<file path="src/rtl/assert_macros.svh">
// ---------------------------------------------------------------------------
// Assertion macros
// Shared concurrent assertion helpers, sampled on clk_i and disabled in reset.
// ---------------------------------------------------------------------------
`ifndef ASSERT_MACROS_SVH
`define ASSERT_MACROS_SVH

// Check a property at every rising edge outside reset.
`define FSTS_ASSERT(name, prop, msg) \
  name: assert property (@(posedge clk_i) disable iff (!rst_ni) prop) \
    else $error(msg);

// Check that a condition in one cycle implies another in the next.
`define FSTS_ASSERT_NEXT(name, pre, post, msg) \
  `FSTS_ASSERT(name, (pre) |=> (post), msg)

`endif

</file>
<file path="src/rtl/fsts_pkg.sv">
// ---------------------------------------------------------------------------
// fsts_pkg
// Types, register indexes and constants of the fixed timestep step scheduler.
// ---------------------------------------------------------------------------
package fsts_pkg;

  localparam int unsigned CFG_IDX_W  = 3;
  localparam int unsigned CFG_DATA_W = 32;

  localparam logic [CFG_IDX_W-1:0] REG_STEP_PERIOD = 3'd0;
  localparam logic [CFG_IDX_W-1:0] REG_MAX_STEPS   = 3'd1;
  localparam logic [CFG_IDX_W-1:0] REG_TIME_SCALE  = 3'd2;
  localparam logic [CFG_IDX_W-1:0] REG_MAX_BACKLOG = 3'd3;
  localparam logic [CFG_IDX_W-1:0] REG_PAUSE       = 3'd4;

  localparam int unsigned PERIOD_W    = 25;
  localparam int unsigned STEPS_W     = 11;
  localparam int unsigned SCALE_W     = 16;
  localparam int unsigned DELTA_W     = 32;
  localparam int unsigned OUT_W       = 32;
  localparam int unsigned ALPHA_W     = 17;
  localparam int unsigned FRAC_W      = 16;
  localparam int unsigned SCALE_SHIFT = 8;
  localparam int unsigned PROD_W      = DELTA_W + SCALE_W;
  localparam int unsigned SIM_W       = STEPS_W + PERIOD_W;

  localparam logic [PERIOD_W-1:0] PERIOD_MAX = 25'd16777216;
  localparam logic [STEPS_W-1:0]  STEPS_MAX  = 11'd1024;
  localparam logic [ALPHA_W-1:0]  ALPHA_ONE  = 17'd65536;

  localparam logic [PERIOD_W-1:0] RST_STEP_PERIOD = 25'd279620;
  localparam logic [STEPS_W-1:0]  RST_MAX_STEPS   = 11'd8;
  localparam logic [SCALE_W-1:0]  RST_TIME_SCALE  = 16'd256;
  localparam logic [OUT_W-1:0]    RST_MAX_BACKLOG = 32'd4194304;

  localparam logic CMD_FRAME = 1'b0;
  localparam logic CMD_CLEAR = 1'b1;

  typedef struct packed {
    logic               cmd;
    logic [DELTA_W-1:0] real_delta;
  } fsts_in_t;

  typedef struct packed {
    logic [STEPS_W-1:0] steps;
    logic [OUT_W-1:0]   dropped_time;
    logic [OUT_W-1:0]   accum_after;
    logic [ALPHA_W-1:0] interp_alpha;
  } fsts_out_t;

  // Commands from the controller to the datapath
  typedef struct packed {
    logic load_in;
    logic mul;
    logic sum;
    logic clamp;
    logic div_step;
    logic sim;
    logic upd;
    logic a_init;
    logic out_load;
  } fsts_cmd_t;

  // Status from the datapath to the controller
  typedef struct packed {
    logic active;
  } fsts_sts_t;

  function automatic logic [OUT_W-1:0] sat_out(logic [63:0] v);
    logic [OUT_W-1:0] r;
    if (v > 64'h0000_0000_FFFF_FFFF) begin
      r = '1;
    end else begin
      r = v[OUT_W-1:0];
    end
    return r;
  endfunction

endpackage

</file>
<file path="src/rtl/fsts_ctrl.sv">
// ---------------------------------------------------------------------------
// fsts_ctrl
// Sequencer of the step scheduler: walks one item through the datapath.
// ---------------------------------------------------------------------------
module fsts_ctrl import fsts_pkg::*; #(
  parameter int unsigned TIME_WIDTH = 32
) (
  input  logic      clk_i,
  input  logic      rst_ni,
  input  logic      in_valid_i,
  output logic      in_stall_o,
  output logic      out_valid_o,
  input  logic      out_stall_i,
  output fsts_cmd_t cmd_o,
  input  fsts_sts_t sts_i
);

  localparam int unsigned CNT_W = $clog2(TIME_WIDTH);

  localparam logic [3:0] S_IDLE  = 4'd0;
  localparam logic [3:0] S_MUL   = 4'd1;
  localparam logic [3:0] S_SUM   = 4'd2;
  localparam logic [3:0] S_CLAMP = 4'd3;
  localparam logic [3:0] S_DIV   = 4'd4;
  localparam logic [3:0] S_SIM   = 4'd5;
  localparam logic [3:0] S_UPD   = 4'd6;
  localparam logic [3:0] S_AINIT = 4'd7;
  localparam logic [3:0] S_ADIV  = 4'd8;
  localparam logic [3:0] S_OUT   = 4'd9;

  logic [3:0]       state_q, state_d;
  logic [CNT_W-1:0] cnt_q, cnt_d;
  logic             oval_q, oval_d;

  always_comb begin
    state_d = state_q;
    cnt_d   = cnt_q;
    cmd_o   = '0;
    case (state_q)
      S_IDLE: begin
        if (in_valid_i) begin
          cmd_o.load_in = 1'b1;
          state_d       = S_MUL;
        end
      end
      S_MUL: begin
        cmd_o.mul = 1'b1;
        state_d   = sts_i.active ? S_SUM : S_UPD;
      end
      S_SUM: begin
        cmd_o.sum = 1'b1;
        state_d   = S_CLAMP;
      end
      S_CLAMP: begin
        cmd_o.clamp = 1'b1;
        cnt_d       = CNT_W'(TIME_WIDTH - 1);
        state_d     = S_DIV;
      end
      S_DIV: begin
        cmd_o.div_step = 1'b1;
        cnt_d          = cnt_q - 1'b1;
        if (cnt_q == '0) begin
          state_d = S_SIM;
        end
      end
      S_SIM: begin
        cmd_o.sim = 1'b1;
        state_d   = S_UPD;
      end
      S_UPD: begin
        cmd_o.upd = 1'b1;
        state_d   = S_AINIT;
      end
      S_AINIT: begin
        cmd_o.a_init = 1'b1;
        cnt_d        = CNT_W'(FRAC_W - 1);
        state_d      = S_ADIV;
      end
      S_ADIV: begin
        cmd_o.div_step = 1'b1;
        cnt_d          = cnt_q - 1'b1;
        if (cnt_q == '0) begin
          state_d = S_OUT;
        end
      end
      S_OUT: begin
        if (!oval_q || !out_stall_i) begin
          cmd_o.out_load = 1'b1;
          state_d        = S_IDLE;
        end
      end
      default: begin
        state_d = S_IDLE;
      end
    endcase
  end

  always_comb begin
    oval_d = oval_q;
    if (cmd_o.out_load) begin
      oval_d = 1'b1;
    end else if (!out_stall_i) begin
      oval_d = 1'b0;
    end
  end

  assign in_stall_o  = (state_q != S_IDLE);
  assign out_valid_o = oval_q;

  always_ff @(posedge clk_i or negedge rst_ni) begin
    if (!rst_ni) begin
      state_q <= S_IDLE;
      cnt_q   <= '0;
      oval_q  <= 1'b0;
    end else begin
      state_q <= state_d;
      cnt_q   <= cnt_d;
      oval_q  <= oval_d;
    end
  end

endmodule

</file>
<file path="src/rtl/fsts_dp.sv">
// ---------------------------------------------------------------------------
// fsts_dp
// Datapath: set-up registers, accumulator, multipliers and shared serial divider.
// ---------------------------------------------------------------------------
module fsts_dp import fsts_pkg::*; #(
  parameter int unsigned TIME_WIDTH = 32
) (
  input  logic                  clk_i,
  input  logic                  rst_ni,
  input  fsts_in_t              in_data_i,
  input  logic                  cfg_we_i,
  input  logic [CFG_IDX_W-1:0]  cfg_idx_i,
  input  logic [CFG_DATA_W-1:0] cfg_data_i,
  input  fsts_cmd_t             cmd_i,
  output fsts_sts_t             sts_o,
  output fsts_out_t             out_data_o
);

  localparam int unsigned TW       = TIME_WIDTH;
  localparam int unsigned SCALED_W = PROD_W - SCALE_SHIFT;
  localparam int unsigned SW       = ((TW > SCALED_W) ? TW : SCALED_W) + 1;
  localparam logic [63:0] TIME_MAX64 = (64'd1 << TIME_WIDTH) - 64'd1;

  // Set-up registers
  logic [PERIOD_W-1:0] sp_q, sp_d;
  logic [STEPS_W-1:0]  ms_q, ms_d;
  logic [SCALE_W-1:0]  sc_q, sc_d;
  logic [OUT_W-1:0]    bl_q, bl_d;
  logic                pause_q, pause_d;
  logic [TW-1:0]       acc_q, acc_d;

  // Item working registers
  logic                cmd_q, cmd_d;
  logic [DELTA_W-1:0]  delta_q, delta_d;
  logic [PROD_W-1:0]   prod_q, prod_d;
  logic [SW-1:0]       sum_q, sum_d;
  logic [TW-1:0]       work_q, work_d;
  logic [SW-1:0]       over_q, over_d;
  logic [PERIOD_W-1:0] rem_q, rem_d;
  logic [TW-1:0]       quo_q, quo_d;
  logic [STEPS_W-1:0]  stp_q, stp_d;
  logic                capped_q, capped_d;
  logic [SIM_W-1:0]    sim_q, sim_d;
  logic [SW-1:0]       drop_q, drop_d;
  logic                full_q, full_d;
  fsts_out_t           out_q, out_d;

  logic                wr_sp, wr_bl;
  logic [PERIOD_W-1:0] sp_wr, sp_new;
  logic [STEPS_W-1:0]  ms_wr;
  logic [OUT_W-1:0]    bl_wr, bl_new;
  logic [TW-1:0]       ceil_cur, ceil_new;
  logic                active;
  logic [PERIOD_W:0]   rem_sh;
  logic                div_ge;
  logic [STEPS_W-1:0]  stp_sel;
  logic                cap_sel;
  logic [63:0]         acc_ext;

  function automatic logic [TW-1:0] ceil_of(logic [OUT_W-1:0] bl, logic [PERIOD_W-1:0] sp);
    logic [OUT_W-1:0] mx;
    logic [63:0]      wide;
    mx   = (bl > OUT_W'(sp)) ? bl : OUT_W'(sp);
    wide = (64'(mx) > TIME_MAX64) ? TIME_MAX64 : 64'(mx);
    return wide[TW-1:0];
  endfunction

  // Clamp register writes to their legal ranges
  assign wr_sp  = cfg_we_i && (cfg_idx_i == REG_STEP_PERIOD);
  assign wr_bl  = cfg_we_i && (cfg_idx_i == REG_MAX_BACKLOG);
  assign sp_wr  = (cfg_data_i[PERIOD_W-1:0] == '0) ? PERIOD_W'(1) :
                  (cfg_data_i[PERIOD_W-1:0] > PERIOD_MAX) ? PERIOD_MAX :
                  cfg_data_i[PERIOD_W-1:0];
  assign ms_wr  = (cfg_data_i[STEPS_W-1:0] == '0) ? STEPS_W'(1) :
                  (cfg_data_i[STEPS_W-1:0] > STEPS_MAX) ? STEPS_MAX :
                  cfg_data_i[STEPS_W-1:0];
  assign bl_wr  = (cfg_data_i[OUT_W-1:0] == '0) ? OUT_W'(1) : cfg_data_i[OUT_W-1:0];
  assign sp_new = wr_sp ? sp_wr : sp_q;
  assign bl_new = wr_bl ? bl_wr : bl_q;

  assign ceil_cur = ceil_of(bl_q, sp_q);
  assign ceil_new = ceil_of(bl_new, sp_new);

  assign active = (cmd_q == CMD_FRAME) && !pause_q && (delta_q != '0) && (sc_q != '0);
  assign sts_o.active = active;

  // One restoring division step
  assign rem_sh = {rem_q, quo_q[TW-1]};
  assign div_ge = (rem_sh >= {1'b0, sp_q});

  assign cap_sel = (64'(quo_q) > 64'(ms_q));
  assign stp_sel = cap_sel ? ms_q : quo_q[STEPS_W-1:0];
  assign acc_ext = 64'(acc_q);

  always_comb begin
    sp_d     = sp_q;
    ms_d     = ms_q;
    sc_d     = sc_q;
    bl_d     = bl_q;
    pause_d  = pause_q;
    acc_d    = acc_q;
    cmd_d    = cmd_q;
    delta_d  = delta_q;
    prod_d   = prod_q;
    sum_d    = sum_q;
    work_d   = work_q;
    over_d   = over_q;
    rem_d    = rem_q;
    quo_d    = quo_q;
    stp_d    = stp_q;
    capped_d = capped_q;
    sim_d    = sim_q;
    drop_d   = drop_q;
    full_d   = full_q;
    out_d    = out_q;

    if (cfg_we_i) begin
      case (cfg_idx_i)
        REG_STEP_PERIOD: sp_d    = sp_wr;
        REG_MAX_STEPS:   ms_d    = ms_wr;
        REG_TIME_SCALE:  sc_d    = cfg_data_i[SCALE_W-1:0];
        REG_MAX_BACKLOG: bl_d    = bl_wr;
        REG_PAUSE:       pause_d = cfg_data_i[0];
        default: begin
        end
      endcase
      // A new ceiling may sit below the stored backlog
      if ((wr_sp || wr_bl) && (acc_q > ceil_new)) begin
        acc_d = ceil_new;
      end
    end

    if (cmd_i.load_in) begin
      cmd_d   = in_data_i.cmd;
      delta_d = in_data_i.real_delta;
    end

    if (cmd_i.mul) begin
      prod_d = PROD_W'(delta_q) * PROD_W'(sc_q);
    end

    if (cmd_i.sum) begin
      sum_d = SW'(acc_q) + SW'(prod_q[PROD_W-1:SCALE_SHIFT]);
    end

    // Clamp to the ceiling and start the step count division
    if (cmd_i.clamp) begin
      if (sum_q > SW'(ceil_cur)) begin
        work_d = ceil_cur;
        over_d = sum_q - SW'(ceil_cur);
        quo_d  = ceil_cur;
      end else begin
        work_d = sum_q[TW-1:0];
        over_d = '0;
        quo_d  = sum_q[TW-1:0];
      end
      rem_d = '0;
    end

    if (cmd_i.div_step) begin
      rem_d = div_ge ? PERIOD_W'(rem_sh - {1'b0, sp_q}) : rem_sh[PERIOD_W-1:0];
      quo_d = {quo_q[TW-2:0], div_ge};
    end

    if (cmd_i.sim) begin
      stp_d    = stp_sel;
      capped_d = cap_sel;
      sim_d    = SIM_W'(stp_sel) * SIM_W'(sp_q);
    end

    if (cmd_i.upd) begin
      if (active) begin
        if (capped_q) begin
          acc_d  = '0;
          drop_d = sum_q - SW'(sim_q);
        end else begin
          acc_d  = TW'(SW'(work_q) - SW'(sim_q));
          drop_d = over_q;
        end
      end else begin
        stp_d  = '0;
        drop_d = '0;
        if (cmd_q == CMD_CLEAR) begin
          acc_d = '0;
        end
      end
    end

    // Alpha saturates at one once a whole step is banked
    if (cmd_i.a_init) begin
      full_d = (acc_ext >= 64'(sp_q));
      rem_d  = (acc_ext >= 64'(sp_q)) ? '0 : acc_ext[PERIOD_W-1:0];
      quo_d  = '0;
    end

    if (cmd_i.out_load) begin
      out_d.steps        = stp_q;
      out_d.dropped_time = sat_out(64'(drop_q));
      out_d.accum_after  = sat_out(acc_ext);
      out_d.interp_alpha = full_q ? ALPHA_ONE : {1'b0, quo_q[FRAC_W-1:0]};
    end
  end

  always_ff @(posedge clk_i or negedge rst_ni) begin
    if (!rst_ni) begin
      sp_q    <= RST_STEP_PERIOD;
      ms_q    <= RST_MAX_STEPS;
      sc_q    <= RST_TIME_SCALE;
      bl_q    <= RST_MAX_BACKLOG;
      pause_q <= 1'b0;
      acc_q   <= '0;
    end else begin
      sp_q    <= sp_d;
      ms_q    <= ms_d;
      sc_q    <= sc_d;
      bl_q    <= bl_d;
      pause_q <= pause_d;
      acc_q   <= acc_d;
    end
  end

  always_ff @(posedge clk_i) begin
    cmd_q    <= cmd_d;
    delta_q  <= delta_d;
    prod_q   <= prod_d;
    sum_q    <= sum_d;
    work_q   <= work_d;
    over_q   <= over_d;
    rem_q    <= rem_d;
    quo_q    <= quo_d;
    stp_q    <= stp_d;
    capped_q <= capped_d;
    sim_q    <= sim_d;
    drop_q   <= drop_d;
    full_q   <= full_d;
    out_q    <= out_d;
  end

  assign out_data_o = out_q;

endmodule

</file>
<file path="src/rtl/fixed_timestep_step_scheduler.sv">
// ---------------------------------------------------------------------------
// fixed_timestep_step_scheduler
// Fixed timestep accumulator: turns frame time into a count of physics steps.
// ---------------------------------------------------------------------------
// One item is worked at a time. A frame that adds time runs the single
// serial restoring divider, one quotient bit per cycle: TIME_WIDTH steps for
// the step count, then 16 steps for the UQ1.16 interpolation alpha. A clear
// item or a frame that adds no time (paused, zero scale, zero delta) runs
// only the alpha division. A finished result sits in an output register, so
// the next item is taken while it waits. Time is in 2^-24 s units; the set-up
// registers are clamped as they are written, and a write to step_period or
// max_backlog pulls the accumulator down to the new ceiling at once. Write the
// registers only while no item is in flight.
`include "assert_macros.svh"

module fixed_timestep_step_scheduler import fsts_pkg::*; #(
  parameter int unsigned TIME_WIDTH = 32
) (
  input  logic                  clk_i,
  input  logic                  rst_ni,
  // Item input channel
  input  logic                  in_valid_i,
  output logic                  in_stall_o,
  input  fsts_in_t              in_data_i,
  // Result output channel
  output logic                  out_valid_o,
  input  logic                  out_stall_i,
  output fsts_out_t             out_data_o,
  // Set-up write port
  input  logic                  cfg_we_i,
  input  logic [CFG_IDX_W-1:0]  cfg_idx_i,
  input  logic [CFG_DATA_W-1:0] cfg_data_i
);

  fsts_cmd_t cmd;
  fsts_sts_t sts;

  // Sequencer: one state per datapath phase, with a shared iteration counter
  fsts_ctrl #(
    .TIME_WIDTH (TIME_WIDTH)
  ) u_ctrl (
    .clk_i       (clk_i),
    .rst_ni      (rst_ni),
    .in_valid_i  (in_valid_i),
    .in_stall_o  (in_stall_o),
    .out_valid_o (out_valid_o),
    .out_stall_i (out_stall_i),
    .cmd_o       (cmd),
    .sts_i       (sts)
  );

  // Datapath: registers, accumulator, multipliers and the divider
  fsts_dp #(
    .TIME_WIDTH (TIME_WIDTH)
  ) u_dp (
    .clk_i      (clk_i),
    .rst_ni     (rst_ni),
    .in_data_i  (in_data_i),
    .cfg_we_i   (cfg_we_i),
    .cfg_idx_i  (cfg_idx_i),
    .cfg_data_i (cfg_data_i),
    .cmd_i      (cmd),
    .sts_o      (sts),
    .out_data_o (out_data_o)
  );

  // Hold off further input once a beat has been taken
  `FSTS_ASSERT_NEXT(a_busy_after_accept, in_valid_i && !in_stall_o, in_stall_o, "input not held off after a beat")

  // Never overwrite a result that is still waiting
  `FSTS_ASSERT(a_no_overwrite, cmd.out_load |-> (!out_valid_o || !out_stall_i), "pending result overwritten")

  // Results stay within the step cap and unit alpha
  `FSTS_ASSERT(a_out_range, out_valid_o |-> (out_data_o.steps <= STEPS_MAX && out_data_o.interp_alpha <= ALPHA_ONE), "result out of range")

  // A loaded result shows as valid in the next cycle
  `FSTS_ASSERT_NEXT(a_load_valid, cmd.out_load, out_valid_o, "loaded result not presented")

endmodule
</file>
<file path="config.mk">
export PLATFORM = sky130hd
export DESIGN_NAME = fixed_timestep_step_scheduler
export DESIGN_NICKNAME = d
export VERILOG_FILES = /design/src/rtl/fsts_pkg.sv /design/src/rtl/fsts_ctrl.sv /design/src/rtl/fsts_dp.sv /design/src/rtl/fixed_timestep_step_scheduler.sv
export VERILOG_INCLUDE_DIRS = /design/src /design/src/rtl
export SDC_FILE = /design/constraint.sdc
export NUM_CORES = 2
export LEC_CHECK = 0
export ABC_CLOCK_PERIOD_IN_PS = 10500
export BUFFER_PORTS_ARGS = -buffer_cell sky130_fd_sc_hd__buf_2
export CORE_AREA = 10 10 444 446
export CTS_CLUSTER_DIAMETER = 40
export DETAILED_ROUTE_END_ITERATION = 10
export DIE_AREA = 0 0 454 456
export HOLD_SLACK_MARGIN = 0.02
export PLACE_DENSITY = 0.42
export SYNTH_ARGS = -nofsm -noshare
export SYNTH_HDL_FRONTEND = slang
export SYNTH_SLANG_ARGS = --single-unit
</file>
<file path="constraint.sdc">
create_clock -name clk_i -period 10.5 [get_ports clk_i]
set_input_delay 2.1 -clock clk_i [delete_from_list [all_inputs] [get_ports clk_i]]
set_output_delay 2.1 -clock clk_i [all_outputs]
set_load 0.03 [all_outputs]
</file>
==> impl_metrics.tcl <==
set metrics [dict create \
    status "completed" \
    rows 159 \
    synth_seq_area_share_pct 27.7 \
    antenna_left 0 \
    post_cts_buffers 0 \
    tns_ns 0 \
    synth_nets 6931 \
    drive_above_1_share_pct 11.5 \
    slew_violations 0 \
    period_share_pct 84.5 \
    cts.sinks 553 \
    cts_buffers 137 \
    totalWireLength_um 214000 \
    core-area_um2 188000 \
    timing.final.hold_violations 0 \
    cts_resized 0 \
    ios 167 \
    use_met3_pct 2.87 \
    grt_pass1_wl_um 314000 \
    worst_slew_pin_slew_ns 1.22 \
    busiest_layer "met2" \
    critPathLaunchType "register" \
    vias_per_cell 5.03 \
    grt_pass1_vias 45100 \
    cp_common_cell "fa_1" \
    drt-initial-drc-count 2981 \
    hold_start "u_dp.stp_q[7]$_DFF_P_" \
    die_h_um 456 \
    dieArea_um2 207000 \
    slew-limit-headroom_pct 17.9 \
    yosys.area.top_type "fa_1" \
    slowest_delay_ns 0.88 \
    reg2reg_depth 30 \
    min_path_type "reg2reg" \
    path_clk_slew_ns 0.06 \
    nNetsFinal 7093 \
    die_w_um 454 \
    use_met1_pct 27.1 \
    min_period_ns 8.88 \
    rsz0062_at_grt "no" \
    synthArstFlopShare_pct 23.0 \
    r2r_slack_ns 1.62 \
    grtUsageTotal_pct 20.4 \
    r2r-start "u_dp.ms_q[1]$_DFFE_PN0P_" \
    avgSynthCellArea_um2 9.73 \
    routabilityCongestion 0.901 \
    grt.overflow.total 0 \
    synth_top_area_share_pct 22.4 \
    layout_setup_ws_ns 1.62 \
    ys_ff_latch 553 \
    portBuffers 166 \
    min_to "u_dp.out_data_o[88]$_DFFE_PP_" \
    route.detailed.drc 0 \
    ys.warnings.count 0 \
    ctsLongestPathBuffers 3 \
    cts_hold_buf 0 \
    r2r-end "u_dp.sim_q[34]$_DFFE_PP_" \
    synth-edff-count 383 \
    wl_per_cell_um 25.1 \
    fillers 19200 \
    synth.cell_area_um2 56100 \
    clk_latency_ns 0.78 \
    hpwl_um 166000 \
    yosysMostFrequentCell "inv_1" \
    htree_levels 4 \
    cp_max_fo 26 \
    cp.required_ns 11.02 \
    cts_root_buf "clkbuf_16" \
    final_cell_area_um2 64800 \
    met2_usage_pct 33.7 \
    vias 43000 \
    synth.distinct_cells 97 \
    syn_to_final_growth_pct 15.5 \
    cp-end-kind "register" \
    skew_ns 0.0378 \
    cts_tree "built" \
    start_util_pct 29.9 \
    synth_common_cells "789 x inv_1, 697 x nand2_1, 628 x fa_1" \
    grt_max_degree 73 \
    path_class "reg2reg" \
    fmax_ghz 0.113 \
    ys.flop_type "edfxtp_1" \
    maxCapViolations 0 \
    first_pass_iters 6 \
    placed_area_um2 59900 \
    synth.area.top_cells "fa_1 22%, edfxtp_1 21%, ha_1 10%" \
    critPathArrivalTime_ns 9.40 \
    setup_viol 0 \
    synth_cells 5763 \
    worst_path_max_delay_cell "a311oi_1" \
    place_ws_ns 1.71 \
    min_path_cells 0 \
    antenna_found_initial 9 \
]
==> cells by family after synthesis <==
family / count (synthesis) / share of synthesized area (%)
adders and majority gates: 1096 / 32.9
buffers and inverters: 1041 / 7.10
AOI/OAI and AO/OA: 1015 / 12.2
DFF: 553 / 27.7
muxes: 131 / 2.51
xor gates and xnor gates: 200 / 3.12
and+or+nand+nor: 1727 / 14.4
==> cell type report <==
type / count / area (um^2) / share of cell area, %
multi-input cells: 4169 / 36700 / 56.6
repair buffers: 272 / 1650 / 2.54
inverters: 792 / 2970 / 4.59
diodes: 4 / 10.0 / 0.0155
flip-flops and latches: 553 / 15600 / 24.0
clock buffers: 163 / 3700 / 5.71
clock inverters: 91 / 1120 / 1.74
well taps: 2495 / 3120 / 4.82
==> metal layers <==
| metal | up-vias | share of wire, % |
|---|---|---|
| met3 | 314 | 4.4 |
| met2 | 1164 | 47 |
| li1 | 19700 | - |
| met1 | 21800 | 45 |
| met5 | - | 0 |
| met4 | 0 | 4.0 |
==> worst max-delay path: cells and delay by family, from the launching register on <==
family / cells / cell delay, ns
fa+ha+maj: 7 / 3.30
mux: 1 / 0.80
flops: 1 / 0.40
buf+inv: 4 / 0.21
xor+xnor: 1 / 0.14
simple gates: 4 / 0.62
compound gates: 13 / 3.13
==> placed cells by master, fill, tap and decap left out, types with 56 or more instances in the layout <==
master / instances
edfxtp_1: 383
dfrtp_1: 117
buf_2: 165
mux2_2: 75
a21oi_1: 278
ha_1: 467
nor3_1: 56
nor2b_1: 58
and2_1: 202
o21a_1: 69
fa_1: 628
a21o_1: 135
xnor2_1: 125
nand2_1: 697
nand3_1: 58
clkbuf_16: 142
inv_1: 789
nor2_1: 361
o21ai_0: 139
buf_4: 105
xor2_1: 75
==> per-stage QoR <==
step / hold WS, ns / utilization [%] / std cells
2_1_floorplan: 0.409 / - / 5763
3_3_place_gp: 0.418 / 32.0 / 8281
3_5_place_dp: 0.417 / 32.0 / 8281
4_1_cts: 0.430 / 34.5 / 8535
5_1_grt: 0.445 / 34.5 / 8536
6_report: 0.428 / 34.5 / 8539
==> sequential cells by signal, indices dropped and copies added, names as in the netlist, 4 cells and up <==
signal and flops:
u_dp.drop_q 41, u_dp.sc_q 16, u_dp.over_q 41, u_dp.delta_q 32
u_dp.sum_q 41, u_dp.acc_q 32, u_dp.out_data_o 92, u_dp.sp_q 25
u_dp.rem_q 25, u_dp.quo_q 32, u_dp.stp_q 11, u_ctrl.state_q 4
u_dp.bl_q 32, u_dp.prod_q 40, u_dp.sim_q 36, u_dp.work_q 32
u_ctrl.cnt_q 5, u_dp.ms_q 11
==> worst max-delay path by stage <==
stage                                     startpoint                               end  slack (ns)  depth (start not counted)
after detailed placement  u_dp.quo_q[0]$_SDFFE_PP0P_          u_dp.sim_q[34]$_DFFE_PP_        1.71                         30
after global placement      u_dp.ms_q[5]$_DFFE_PN0P_          u_dp.sim_q[34]$_DFFE_PP_        1.80                         29
after floorplan                          out_stall_i  u_dp.out_data_o[0]$_SDFFCE_PP0P_        0.99                          2
final                       u_dp.ms_q[1]$_DFFE_PN0P_          u_dp.sim_q[34]$_DFFE_PP_        1.62                         30
after CTS                 u_dp.quo_q[1]$_SDFFE_PP0P_          u_dp.sim_q[34]$_DFFE_PP_        1.73                         29
after global routing        u_dp.ms_q[5]$_DFFE_PN0P_          u_dp.sim_q[34]$_DFFE_PP_        1.40                         29
Power is left out: the tool's default activity adds up to more than one toggle a clock period on the data nets, which glitch-free logic cannot reach.
